## config.mk

```make
export PLATFORM = sky130hd
export DESIGN_NAME = fts_ram
export DESIGN_NICKNAME = d
export VERILOG_FILES = /design/src/rtl/fifo_from_two_stacks_unit_macros.svh /design/src/rtl/fts_ram.sv
export SDC_FILE = /design/constraint.sdc
export NUM_CORES = 2
export LEC_CHECK = 0
export BUFFER_PORTS_ARGS = -buffer_cell sky130_fd_sc_hd__buf_2
export CORE_UTILIZATION = 55
export DETAILED_ROUTE_END_ITERATION = 10
export GPL_ROUTABILITY_DRIVEN = 0
export PLACE_DENSITY = 0.68
export SLEW_MARGIN = 0
export SYNTH_ARGS = -nofsm -noshare
export SYNTH_HDL_FRONTEND = slang
export SYNTH_SLANG_ARGS = --single-unit
```

## constraint.sdc

```tcl
create_clock -name clock -period 10.9 [get_ports clock]
set_input_delay 0.545 -clock clock [delete_from_list [all_inputs] [get_ports clock]]
set_output_delay 0.545 -clock clock [all_outputs]
set_load 0.01 [all_outputs]
```

## src/rtl/fifo_from_two_stacks_unit_macros.svh

```systemverilog
// Assertion macros for the two-stack queue.
`ifndef FIFO_FROM_TWO_STACKS_UNIT_MACROS_SVH
`define FIFO_FROM_TWO_STACKS_UNIT_MACROS_SVH

`ifndef NO_ASSERTIONS

// Same-cycle check, off while reset is high.
`define FTS_ASSERT(lbl, clk, rst, prop, msg) \
   lbl: assert property (@(posedge clk) disable iff (rst) (prop)) else $error(msg);

// Next-cycle check: when ante holds, cons must hold in the next cycle.
`define FTS_ASSERT_NEXT(lbl, clk, rst, ante, cons, msg) \
   lbl: assert property (@(posedge clk) disable iff (rst) (ante) |=> (cons)) else $error(msg);

`else

`define FTS_ASSERT(lbl, clk, rst, prop, msg)
`define FTS_ASSERT_NEXT(lbl, clk, rst, ante, cons, msg)

`endif

`endif

```

## src/rtl/fts_ram.sv

```systemverilog
module fts_ram #(
   parameter int WIDTH = 32,
   parameter int DEPTH = 128
) (
   input  logic                     clock,
   input  logic                     wr_en,
   input  logic [$clog2(DEPTH)-1:0] wr_addr,
   input  logic [WIDTH-1:0]         wr_data,
   input  logic                     rd_en,
   input  logic [$clog2(DEPTH)-1:0] rd_addr,
   output logic [WIDTH-1:0]         rd_data
);

   logic [WIDTH-1:0] mem_ff [DEPTH];
   logic [WIDTH-1:0] rd_data_ff;

   always_ff @(posedge clock) begin
      if (wr_en) begin
         mem_ff[wr_addr] <= wr_data;
      end
      if (rd_en) begin
         rd_data_ff <= mem_ff[rd_addr];
      end
   end

   assign rd_data = rd_data_ff;

endmodule

```

==> flow_summary_export.csv <==
group,metric,value,unit
global_route,antenna_found_initial,58,
floorplanning,num_rows,195,
global_route,overflow,0,
pwr,cellPowerDensity,187,nW/µm²
sta,setup-violations-final,0,
synth,avgSynthCellArea,26.1,µm²
cts,htree_levels,5,
finish,final_nets,6406,
sta,hold_ws,0.131,ns
cts,clk-insertion-delay-late,0.93,ns
placed_design,post-dp-hpwl,213000,µm
floorplanning,dieHeight,536,µm
sta,fin_tns_setup,0,ns
worst_setup_path,worstPathMaxFanout,120,
worst_setup_path,cp-start-kind,"input port",
cts,cts_tree,"yes",
cts,cts_buffer_depth,4,
global_route,grt_pass1_wl,562000,µm
floorplanning,die_area,287000,µm²
pwr,max-vdd-ir-drop,0.155,mV
sta,hold_violations,0,
synth,synth_cell_types,16,
cts,clockRootBuffer,"clkbuf_16",
placed_design,place_area,163000,µm²
pwr,power.total,33000,µW
synth,syn_inst,5990,
cts,hold_buffers,0,
pwr,p_int,26100,µW
floorplanning,coreArea,283000,µm²
finish,multi_input_area,32300,µm²
global_route,grt_max_degree,138,
finish,drive_gt1_frac,0.353,
routing,drt_wl_total,406000,µm
worst_setup_path,critPathKind,"input port to flip-flop",
sta,skew,0.0547,ns
pwr,switching_share,0.209,
synth,syn-cell-area,157000,µm²
floorplanning,ios,81,
cts,clk_pin_slew_worst_paths,0.06,ns
pwr,pwr-share-seq,0.534,
routing,final_antenna_net_count,0,
finish,area_delta_synth_final,12.5,%
sta,setup_slack,6.75,ns
sta,fin_crit,4.15,ns
routing,drc,0,
finish,regArea,124000,µm²
global_route,grt_pass1_vias,70498,
placed_design,pre_cts_ws,5.75,ns
sta,slew_viol_final,0,
synth,synth.yosys.seq_area_share,0.792,
worst_hold_path,hp-class,"input port to flip-flop",
synth,synth_seq_cells,4128,
finish,fillers,18237,
global_route,gr-usage-all-layers,0.288,
sta,rsz0062_at_grt,"no",
outcome,status,"completed",
routing,drt-pass1-iter-count,5,
synth,syn_nets,6039,
worst_setup_path,cp.arrival,4.81,ns
sta,slew_headroom,0.158,
worst_setup_path,cp.required,11.56,ns
finish,fin_area,176000,µm²
cts,cts_resized,0,
cts,cts_buffers,400,
pwr,power_frac_clock,0.416,
cts,clkSinkCount,4128,
worst_setup_path,end_kind,"flip-flop",
sta,finalCritPeriodShare,0.381,
synth,synth_warnings,0,
floorplanning,die_x,536,µm
routing,wl_per_cell,38.9,µm
pwr,power_frac_comb,0.050,
job,cap_violations,0,
routing,via_per_inst,6.81,
pwr,p_sw,6900,µW
floorplanning,initial_core_util,0.554,
pwr,p_leak,0.0538,µW
sta,worst_pin_slew,1.26,ns
cts,post_cts_buffers,0,
routing,dr_total_vias,71201,
placed_design,numPortBuffers,80,
routing,drt-initial-drc-count,11022,
sta,fmax,241,MHz
[flip-flops by register name, summed over array words and instances (netlist names)]
signal / count
mem_ff: 4096
rd_data: 32
[power by group through the flow]
stage	logic [µW]	registers, µW	clock network [µW]
floorplan	846	17900	0
global placement	1640	17900	0
detailed placement	1660	17900	0
CTS	1670	17600	13900
global route	1720	17600	14400
finish	1660	17600	13700
[stage by stage]
step / utilization / instances
after floorplan: - / 5990
final: 0.623 / 10453
after CTS: 0.623 / 10425
after global placement: 0.577 / 9697
after detailed placement: 0.577 / 9698
after global routing: 0.623 / 10430
[logic make-up after synthesis]
logic type	share of synthesized area
AND/OR/NAND/NOR	0.00445
flip-flops	0.792
buffers and inverters	0.00837
multiplexers	0.196
[worst max-delay path, cell delays in order]
cell,delay [ns]
buf_8,0.46
buf_4,0.83
buf_12,0.61
mux4_2,0.40
mux4_2,0.60
mux4_2,0.64
mux2_2,0.31
[layer usage]
| layer | GRT usage | share of wire | vias to the layer above |
|---|---|---|---|
| li1 | - | - | 27192 |
| met1 | 0.408 | 0.37 | 38999 |
| met2 | 0.453 | 0.49 | 4300 |
| met3 | 0.0531 | 0.11 | 682 |
| met4 | 0.110 | 0.041 | 28 |
| met5 | 0 | 0.00045 | - |
[placed cells by master, fill, tap and decap left out]
master and count:
buf_12 17, buf_16 1, buf_2 41, buf_4 218, buf_6 1, buf_8 3, bufinv_16 44, clkbuf_1 79
clkbuf_16 409, clkinv_1 83, clkinv_16 2, clkinv_2 80, clkinv_4 4, clkinv_8 2, clkinvlp_4 11, diode_2 28
edfxtp_1 4128, inv_16 2, inv_6 10, inv_8 1, mux2_2 32, mux4_2 1344, nand2_1 11, nand2_2 3
nand2b_1 2, nand3_1 8, nand3_2 4, nand4_1 3, nor2_1 3, nor2_4 119, nor2b_1 7, nor3_2 9
or3_1 1
[area by class of cell]
class	count	area share
Antenna cell	28	0.000398
Clock buffer	488	0.0598
Clock inverter	239	0.0135
Multi-Input combinational cell	1546	0.183
Sequential cell	4128	0.704
Tap cell	3743	0.0266
Timing Repair Buffer	281	0.0129
[worst paths after layout]
kind                                     start          end  slack [ns]  cells after the start
worst max register to register  mem_ff[24][29]  rd_data[29]        8.08                      4
worst min-delay path                rd_addr[5]  rd_data[12]        0.13                      2
worst min register to register   mem_ff[85][1]   rd_data[1]        1.19                      4
worst max-delay path                rd_addr[2]  rd_data[18]        6.75                      7
[synthesized netlist by cell type, drive strengths merged]
cell    number  area (µm²)
buf        134         628
clkbuf     182         683
edfxtp    4128      124000
mux2        32         360
mux4      1344       30300
nand2       14        52.6
nand2b       2        12.5
nand3       12        60.1
nand4        3        18.8
nor2       122         458
nor2b        7        43.8
nor3         9        45.0
or3          1        6.26
Power figures use the tool's default switching activity.
